==> src/design/fprc_pkg.sv <==
// Shared constants, payload types and line-tracking state for the finder pattern check.
// No dependencies; every other file in the project depends on this package.
package fprc_pkg;

    localparam int LINE_WIDTH_MAX = 2048;
    localparam int POS_W          = $clog2(LINE_WIDTH_MAX);
    localparam int RUN_W          = $clog2(LINE_WIDTH_MAX) + 1;
    localparam int PIXEL_W        = 8;
    localparam int BOUND_W        = 6;
    localparam int PROD_W         = BOUND_W + RUN_W;
    localparam int CFG_IDX_W      = 1;

    localparam int RATIO_SCALE      = 30;
    localparam int MIN_RUNS         = 5;
    localparam int SIDE_RUNS_NEEDED = 2;

    localparam logic [BOUND_W-1:0] RATIO_LOW_RESET  = BOUND_W'(6);
    localparam logic [BOUND_W-1:0] RATIO_HIGH_RESET = BOUND_W'(19);

    typedef enum logic [CFG_IDX_W-1:0] {
        REG_RATIO_LOW  = 1'b0,
        REG_RATIO_HIGH = 1'b1
    } t_cfg_reg;

    typedef logic [RUN_W-1:0] t_run;
    typedef logic [POS_W-1:0] t_pos;

    typedef struct packed {
        logic [PIXEL_W-1:0] pixel;
        logic               line_end;
    } t_pix;

    typedef struct packed {
        logic is_finder;
        t_run longest_run;
        t_pos longest_start;
    } t_res;

    // Per-line run tracking state.
    typedef struct packed {
        logic      started;
        logic      prev_color;
        t_run      run_length;
        t_pos      pos;
        t_pos      run_start;
        t_run [1:0] recent;
        t_run      runs_seen;
        t_run      best_run;
        t_pos      best_start;
        t_run      best_index;
        t_run [1:0] prior;
        t_run [1:0] after;
    } t_line;

    // Closed line captured for the ratio test.
    typedef struct packed {
        logic       counts_ok;
        t_run       best_run;
        t_pos       best_start;
        t_run [3:0] side;
    } t_eval;

endpackage

==> src/design/fprc_pix_if.sv <==
// Pixel input channel: valid/ready handshake with one pixel and its line-end flag.
// Depends on fprc_pkg for the payload type.
interface fprc_pix_if;
    logic          valid;
    logic          ready;
    fprc_pkg::t_pix data;

    modport source (output valid, output data, input ready);
    modport sink   (input valid, input data, output ready);
endinterface

==> src/design/fprc_res_if.sv <==
// Result output channel: valid/ready handshake with one finder pattern verdict per line.
// Depends on fprc_pkg for the payload type.
interface fprc_res_if;
    logic          valid;
    logic          ready;
    fprc_pkg::t_res data;

    modport source (output valid, output data, input ready);
    modport sink   (input valid, input data, output ready);
endinterface

==> src/design/finder_pattern_ratio_check_core.sv <==
// Top level of the 1:1:3:1:1 finder pattern run ratio check along one scan line.
// Depends on fprc_pkg and the interfaces fprc_pix_if and fprc_res_if.
//
//  Channel   Direction  Handshake        Payload
//  i_pix     in         valid / ready    pixel[7:0], line_end
//  o_res     out        valid / ready    is_finder, longest_run[11:0], longest_start[10:0]
//  i_cfg_*   in         write enable     index 0 ratio_low_thirtieths, 1 ratio_high_thirtieths
//
// One pixel transaction is accepted every clock cycle while no line-end pixel waits in the input
// register for room downstream. A pixel passes through the input register, then the run tracker
// updates its line state from it; a line end also loads the evaluation register, and the ratio
// multiply-compare moves the captured line on into the result register.
// Reset (i_rst_n low, synchronous) empties all stages, clears the line state and restores the
// default ratio bounds. A stalled result only holds back line-end pixels once the evaluation
// register is also full; ordinary pixels keep flowing into the run tracker.
module finder_pattern_ratio_check_core (
    input  logic                               i_clk,
    input  logic                               i_rst_n,
    fprc_pix_if.sink                           i_pix,
    fprc_res_if.source                         o_res,
    input  logic                               i_cfg_we,
    input  logic [fprc_pkg::CFG_IDX_W-1:0]     i_cfg_idx,
    input  logic [fprc_pkg::BOUND_W-1:0]       i_cfg_data
);
    import fprc_pkg::*;

    localparam t_pos POS_LAST = POS_W'(LINE_WIDTH_MAX - 1);

    // Configuration registers.
    logic [BOUND_W-1:0] r_ratio_low;
    logic [BOUND_W-1:0] r_ratio_high;

    // Pipeline registers and their valid flags.
    logic  r_in_valid;
    t_pix  r_in;
    t_line r_st;
    t_line n_st;
    logic  r_ev_valid;
    t_eval r_ev;
    t_eval n_ev;
    logic  r_res_valid;
    t_res  r_res;
    t_res  n_res;

    // Flow control.
    logic res_load;
    logic ev_move;
    logic ev_free;
    logic in_move;
    logic in_take;

    // A run has ended: it may become the new longest run, or fill one of the two slots that
    // follow the longest run. The completed-run count saturates at the line width limit.
    function automatic t_line close_run(input t_line s);
        t_line o;
        o = s;
        if (s.run_length > s.best_run) begin
            o.best_run   = s.run_length;
            o.best_start = s.run_start;
            o.best_index = s.runs_seen;
            o.prior      = s.recent;
            o.after      = '0;
        end else if (s.runs_seen == RUN_W'(s.best_index + 1'b1)) begin
            o.after[0] = s.run_length;
        end else if (s.runs_seen == RUN_W'(s.best_index + 2'd2)) begin
            o.after[1] = s.run_length;
        end
        o.recent[0] = s.recent[1];
        o.recent[1] = s.run_length;
        if (s.runs_seen < RUN_W'(LINE_WIDTH_MAX)) begin
            o.runs_seen = RUN_W'(s.runs_seen + 1'b1);
        end
        return o;
    endfunction

    // A side run passes when low * longest < 30 * run < high * longest.
    function automatic logic side_ok(input t_run r, input logic [PROD_W-1:0] lo,
                                     input logic [PROD_W-1:0] hi);
        logic [PROD_W-1:0] scaled;
        scaled = PROD_W'(r) * PROD_W'(RATIO_SCALE);
        return (scaled > lo) && (scaled < hi);
    endfunction

    assign res_load = !r_res_valid || o_res.ready;
    assign ev_move  = r_ev_valid && res_load;
    assign ev_free  = !r_ev_valid || res_load;
    // Only a line-end pixel needs room downstream; other pixels only touch the line state.
    assign in_move  = r_in_valid && (!r_in.line_end || ev_free);
    assign in_take  = i_pix.valid && i_pix.ready;

    assign i_pix.ready = !r_in_valid || in_move;
    assign o_res.valid = r_res_valid;
    assign o_res.data  = r_res;

    // Run tracking for the pixel in the input register.
    always_comb begin
        t_line st;
        t_line fin;
        logic  color;
        st    = r_st;
        color = |r_in.pixel;
        if (!st.started) begin
            // First pixel of a line opens its first run on cleared state.
            st            = '0;
            st.started    = 1'b1;
            st.prev_color = color;
            st.run_length = RUN_W'(1);
        end else if (st.pos != POS_LAST) begin
            st.pos = POS_W'(st.pos + 1'b1);
            if (color != st.prev_color) begin
                st            = close_run(st);
                st.run_start  = st.pos;
                st.run_length = RUN_W'(1);
                st.prev_color = color;
            end else begin
                st.run_length = RUN_W'(st.run_length + 1'b1);
            end
        end
        // Pixels past the line width limit fall through unchanged; their line end still counts.
        fin = close_run(st);

        n_ev.best_run   = fin.best_run;
        n_ev.best_start = fin.best_start;
        n_ev.side[0]    = fin.prior[0];
        n_ev.side[1]    = fin.prior[1];
        n_ev.side[2]    = fin.after[0];
        n_ev.side[3]    = fin.after[1];
        n_ev.counts_ok  = (fin.runs_seen >= RUN_W'(MIN_RUNS)) &&
                          (fin.best_index >= RUN_W'(SIDE_RUNS_NEEDED)) &&
                          ({1'b0, fin.runs_seen} >=
                           ({1'b0, fin.best_index} + (RUN_W+1)'(SIDE_RUNS_NEEDED + 1)));

        // After a line end the state is left cleared with no line open.
        n_st = r_in.line_end ? '0 : st;
    end

    // Ratio test on the captured line.
    always_comb begin
        logic [PROD_W-1:0] lo;
        logic [PROD_W-1:0] hi;
        lo = PROD_W'(r_ratio_low)  * PROD_W'(r_ev.best_run);
        hi = PROD_W'(r_ratio_high) * PROD_W'(r_ev.best_run);
        n_res.is_finder     = r_ev.counts_ok &&
                              side_ok(r_ev.side[0], lo, hi) && side_ok(r_ev.side[1], lo, hi) &&
                              side_ok(r_ev.side[2], lo, hi) && side_ok(r_ev.side[3], lo, hi);
        n_res.longest_run   = r_ev.best_run;
        n_res.longest_start = r_ev.best_start;
    end

    always_ff @(posedge i_clk) begin
        if (!i_rst_n) begin
            r_ratio_low  <= RATIO_LOW_RESET;
            r_ratio_high <= RATIO_HIGH_RESET;
            r_in_valid   <= 1'b0;
            r_st         <= '0;
            r_ev_valid   <= 1'b0;
            r_res_valid  <= 1'b0;
        end else begin
            if (i_cfg_we) begin
                unique case (t_cfg_reg'(i_cfg_idx))
                    REG_RATIO_LOW:  r_ratio_low  <= i_cfg_data;
                    REG_RATIO_HIGH: r_ratio_high <= i_cfg_data;
                    default: ;
                endcase
            end

            if (in_take) begin
                r_in_valid <= 1'b1;
            end else if (in_move) begin
                r_in_valid <= 1'b0;
            end

            if (in_move) begin
                r_st <= n_st;
            end

            if (in_move && r_in.line_end) begin
                r_ev_valid <= 1'b1;
            end else if (ev_move) begin
                r_ev_valid <= 1'b0;
            end

            if (ev_move) begin
                r_res_valid <= 1'b1;
            end else if (o_res.ready) begin
                r_res_valid <= 1'b0;
            end
        end
    end

    // Payload registers carry no reset.
    always_ff @(posedge i_clk) begin
        if (in_take) begin
            r_in <= i_pix.data;
        end
        if (in_move && r_in.line_end) begin
            r_ev <= n_ev;
        end
        if (ev_move) begin
            r_res <= n_res;
        end
    end

endmodule
==> src/flat_wrapper.sv <==
// flat-port wrapper written by rule: the top's interface ports become plain ports
module finder_pattern_ratio_check_core_flat import fprc_pkg::*;
  (i_clk, i_rst_n, i_cfg_we, i_cfg_idx, i_cfg_data, i_pix_valid, i_pix_data, i_pix_ready, o_res_valid, o_res_data, o_res_ready);
  fprc_pix_if i_pix_i ();
  fprc_res_if o_res_i ();
  input  logic i_clk;
  input  logic i_rst_n;
  input  logic i_cfg_we;
  input  logic [fprc_pkg::CFG_IDX_W-1:0] i_cfg_idx;
  input  logic [fprc_pkg::BOUND_W-1:0] i_cfg_data;
  input wire logic [$bits(i_pix_i.valid)-1:0] i_pix_valid;
  input wire logic [$bits(i_pix_i.data)-1:0] i_pix_data;
  output wire logic [$bits(i_pix_i.ready)-1:0] i_pix_ready;
  output wire logic [$bits(o_res_i.valid)-1:0] o_res_valid;
  output wire logic [$bits(o_res_i.data)-1:0] o_res_data;
  input wire logic [$bits(o_res_i.ready)-1:0] o_res_ready;
  assign i_pix_i.valid = i_pix_valid;
  assign i_pix_i.data = i_pix_data;
  assign i_pix_ready = i_pix_i.ready;
  assign o_res_valid = o_res_i.valid;
  assign o_res_data = o_res_i.data;
  assign o_res_i.ready = o_res_ready;
  finder_pattern_ratio_check_core u_core (.i_clk(i_clk), .i_rst_n(i_rst_n), .i_pix(i_pix_i), .o_res(o_res_i), .i_cfg_we(i_cfg_we), .i_cfg_idx(i_cfg_idx), .i_cfg_data(i_cfg_data));
endmodule
==> config.mk <==
export PLATFORM = sky130hd
export DESIGN_NAME = finder_pattern_ratio_check_core_flat
export DESIGN_NICKNAME = d
export VERILOG_FILES = /design/src/design/fprc_pkg.sv /design/src/design/fprc_pix_if.sv /design/src/design/fprc_res_if.sv /design/src/design/finder_pattern_ratio_check_core.sv /design/src/flat_wrapper.sv
export SDC_FILE = /design/constraint.sdc
export NUM_CORES = 1
export LEC_CHECK = 0
export ABC_AREA = 1
export BUFFER_PORTS_ARGS = -buffer_cell sky130_fd_sc_hd__buf_2
export CORE_ASPECT_RATIO = 0.8
export CORE_MARGIN = 2
export CORE_UTILIZATION = 65
export DETAILED_ROUTE_END_ITERATION = 7
export PLACE_DENSITY_LB_ADDON = 0.15
export SLEW_MARGIN = 25
export SYNTH_ARGS = -nofsm -noshare
export SYNTH_HDL_FRONTEND = slang
export SYNTH_SLANG_ARGS = --single-unit
==> constraint.sdc <==
create_clock -name i_clk -period 7.48 [get_ports i_clk]
set_input_delay 2.244 -clock i_clk [delete_from_list [all_inputs] [get_ports i_clk]]
set_output_delay 2.244 -clock i_clk [all_outputs]
set_load 0.05 [all_outputs]
==> results.md <==
- Hold endpoint: u_core.o_res.data[8]$_DFFE_PP_
- Clock latency on the worst-skew pair: 0.60 ns
- Post-CTS Resized: 0
- Htree depth: 1
- First DRT Iteration DRCs: 2480
- Initial Util: 0.655
- Worst-Margin Slew: 1.01 ns
- Status: finished, final reports clean
- # Post-CTS Setup Buffers: 0
- Worst Reg-to-Reg Cells: 32
- Worst Path Required: 7.80 ns
- Synth async-reset ratio: 0
- Chip Height: 187 µm
- Worst Hold Class: reg2reg
- Post-CTS Hold Buffers: 0
- Num CTS Buffers: 30
- Fmax: 151 MHz
- Nature of the critical path startpoint: flip-flop
- PD cells: 175 nW/µm²
- Core area: 41700 µm²
- WL final: 79600 µm
- Total I/O pin count: 47
- Setup TNS: 0 ns
- R2r endpoint: u_core.r_ev[71]$_DFFE_PP_
- Post-route ant nets: 0
- Stages on worst setup path: 32
- Synth Register Bits: 275
- Internal reg-to-reg setup slack: 0.86 ns
- Die Width: 233 µm
- Wire per inst: 18.8 µm
- Worst EP arrival: 6.94 ns
- Overflow after GRT: 0
- Final net count: 4145
- CP Buf/Inv Count: 5
- Worst IR drop on VDD: 0.244 mV
- Post-Syn Nets: 4186
- CP max-delay cell: nand3_4
- Post-Syn Instances: 3698
- Root buffer cell: clkbuf_16
- Row cnt: 67
- Register area share after synthesis: 0.240
- CTS tree: yes
- Final-report hold violation count: 0
- DRC violations left: 0
- Share of layout cells above drive strength 1: 0.0562
- Area of the multi-input gates: 18100 µm²
- Fin crit period: 6.62 ns
- Die area: 43600 µm²
- CTS Buffer Depth: 3
- Hold path cells: 0
- Period utilization: 0.885
- Top-area cell type share of the netlist area: 0.138
- Worst slack at placement: 0.964 ns
- FF+latch area: 6560 µm²
- Clock Pin Slew Worst Setup and Hold Paths: 0.07 ns
- R2r startpoint: u_core.r_st[130]$_SDFFE_PN0P_
- First-pass GRT wire length: 128000 µm
- Layout area overhead: 6.09%
- YS warnings: 0
- Post-synth EDFFs: 105
- Unrepaired setup endpoints after global routing: false
- Category of the most critical setup path: reg2reg
- Synth cell types: 59
- Largest net degree at the start of global routing: 142
- CP most frequent cell: nand2_1
- Fillers: 3416
- Post-detail-place hpwl: 60700 µm
- Port bufs: 46
- DRT Pass-1 Iters: 6
- Slew Viols, Final: 0
- Antenna diodes: 0
- Critical path's top delay family: simple AND/OR/NAND/NOR gates
- Layout Skew: 0.0482 ns
- Max FO, Critical Path: 55
- Top cells by area, synth: ha_1 (14%), nand2_1 (14%), dfxtp_1 (12%), fa_1 (12%), edfxtp_1 (12%)
- Crit path largest cell delay: 0.73 ns
- Crit end category: flip-flop
- Via/cell ratio: 5.88
- Worst Setup Slack, final: 0.858 ns
- WHS: 0.416 ns
- Mapped Area: 27300 µm²
- Non-filler cells, final: 4233
- Hold Crit Start: u_core.n_res[8]$_DFFE_PP_
- Overall Global Routing Usage: 0.368
- Vias in the first global route: 24353
- Leakage: 13.5 nW
- Initial antenna violation count: 1
- Clk sinks: 275
- Inst Count DP: 4177
- Max Cap Viol: 0
- Leading area contributor after synthesis: ha_1
- Final RePlAce weighted congestion: 0.977
- # setup viols final: 0
- Avg Inst Size Synth: 7.38 µm²
- Synth Flop Type: dfxtp_1
- Slew headroom: 0.326
- Via count: 24872
## worst max path at each step
stage,startpoint,end,slack (ns)
final,u_core.r_st[130]$_SDFFE_PN0P_,u_core.r_ev[71]$_DFFE_PP_,0.86
after global routing,u_core.r_st[130]$_SDFFE_PN0P_,u_core.r_ev[71]$_DFFE_PP_,0.24
after CTS,u_core.r_st[130]$_SDFFE_PN0P_,u_core.r_ev[71]$_DFFE_PP_,0.89
after detailed placement,u_core.r_st[130]$_SDFFE_PN0P_,u_core.r_ev[71]$_DFFE_PP_,0.96
after global placement,u_core.r_st[130]$_SDFFE_PN0P_,u_core.r_ev[71]$_DFFE_PP_,1.13
after floorplan,u_core.r_st[151]$_SDFFE_PN0P_,u_core.r_ev[71]$_DFFE_PP_,2.23
## metrics by stage
step           utilization  instance area [µm²]  power [mW]
3_3_place_gp         0.668                27800        3.32
3_5_place_dp         0.668                27800        3.41
2_1_floorplan            -                27300        2.92
6_report             0.695                28900        5.06
4_1_cts              0.694                28900        5.04
5_1_grt              0.695                28900        5.34
## cell families (layout without fill, tap and decap cells)
logic type               after synthesis  in the layout  synth area share
AO/OA/AOI/OAI                        620            620             0.123
AND/OR/NAND/NOR                     1525           1525             0.239
multiplexers                           1              1          0.000367
flip-flops                           275            275             0.240
buffers and inverters                685            668            0.0967
adder cells (fa/ha/maj)              467            467             0.260
XOR/XNOR                             125            125            0.0404
## cell usage in the layout (no fill, tap or decap), types with 6 or more instances in the layout
cell type  count
nor2_1       245
o21a_1        12
bufinv_16      6
xnor2_1       31
a211oi_1      20
nand2_1      993
nor4_1        10
nand3_1      122
o21bai_1      10
fa_1         166
nor2_2         8
nand3b_1       8
a21o_1         6
nand4_1       52
edfxtp_1     105
o21ai_1        8
a31oi_1       10
o21ai_0      201
buf_4         21
clkbuf_16     30
inv_2         10
nand3_2       11
nor3_1        21
inv_1        532
dfxtp_1      169
nand2_2       14
ha_1         301
xor2_1        93
buf_2         46
o211ai_1      26
nor2_4        16
a21oi_1      310
## Yosys cell counts, drive strengths merged (2+ instances only)
cell type,number
clkbuf,119
fa,166
o211ai,26
nand4,58
nand3b,8
a21boi,2
o22ai,2
nor4b,2
nand2,1010
or2,3
o21a,12
a21oi,310
xor2,94
o21ai,209
nand3,138
dfxtp,170
nor2,271
nor3,22
ha,301
edfxtp,105
a31o,2
o21bai,10
nor4,10
and2,2
xnor2,31
o221ai,3
a21o,6
a31oi,10
a211oi,20
buf,22
inv,543
## flip-flops by register name (all words and copies together), names as in the netlist
name                 count
u_core.r_ev             49
u_core.o_res.data       24
u_core.o_res.valid       1
u_core.r_in              9
u_core.r_ev_valid        1
u_core.r_st            155
u_core.r_ratio_high      6
u_core.r_in_valid        1
u_core.r_ratio_low       6
u_core.n_res            23
## layer usage
layer  track usage  vias up  wire length (µm)
met1         0.502    11765             33700
li1              -    11830                 -
met5             0        -                18
met3        0.0588      168              6910
met4         0.120        2              2570
met2         0.599     1107             36300
## power by group
part,internal (mW),switching [mW]
clock network,0.970,0.664
logic,0.639,1.17
registers,1.58,0.0449
total,3.19,1.88
## layout make-up
class                           count  share of cell area
Sequential cell                   275               0.227
Tap cell                          552              0.0239
Multi-Input combinational cell   2738               0.627
Inverter                          544              0.0706
Clock buffer                       33              0.0270
Timing Repair Buffer               68              0.0141
Clock inverter                     23              0.0109
No activity file was read; power rests on OpenSTA's default activity.
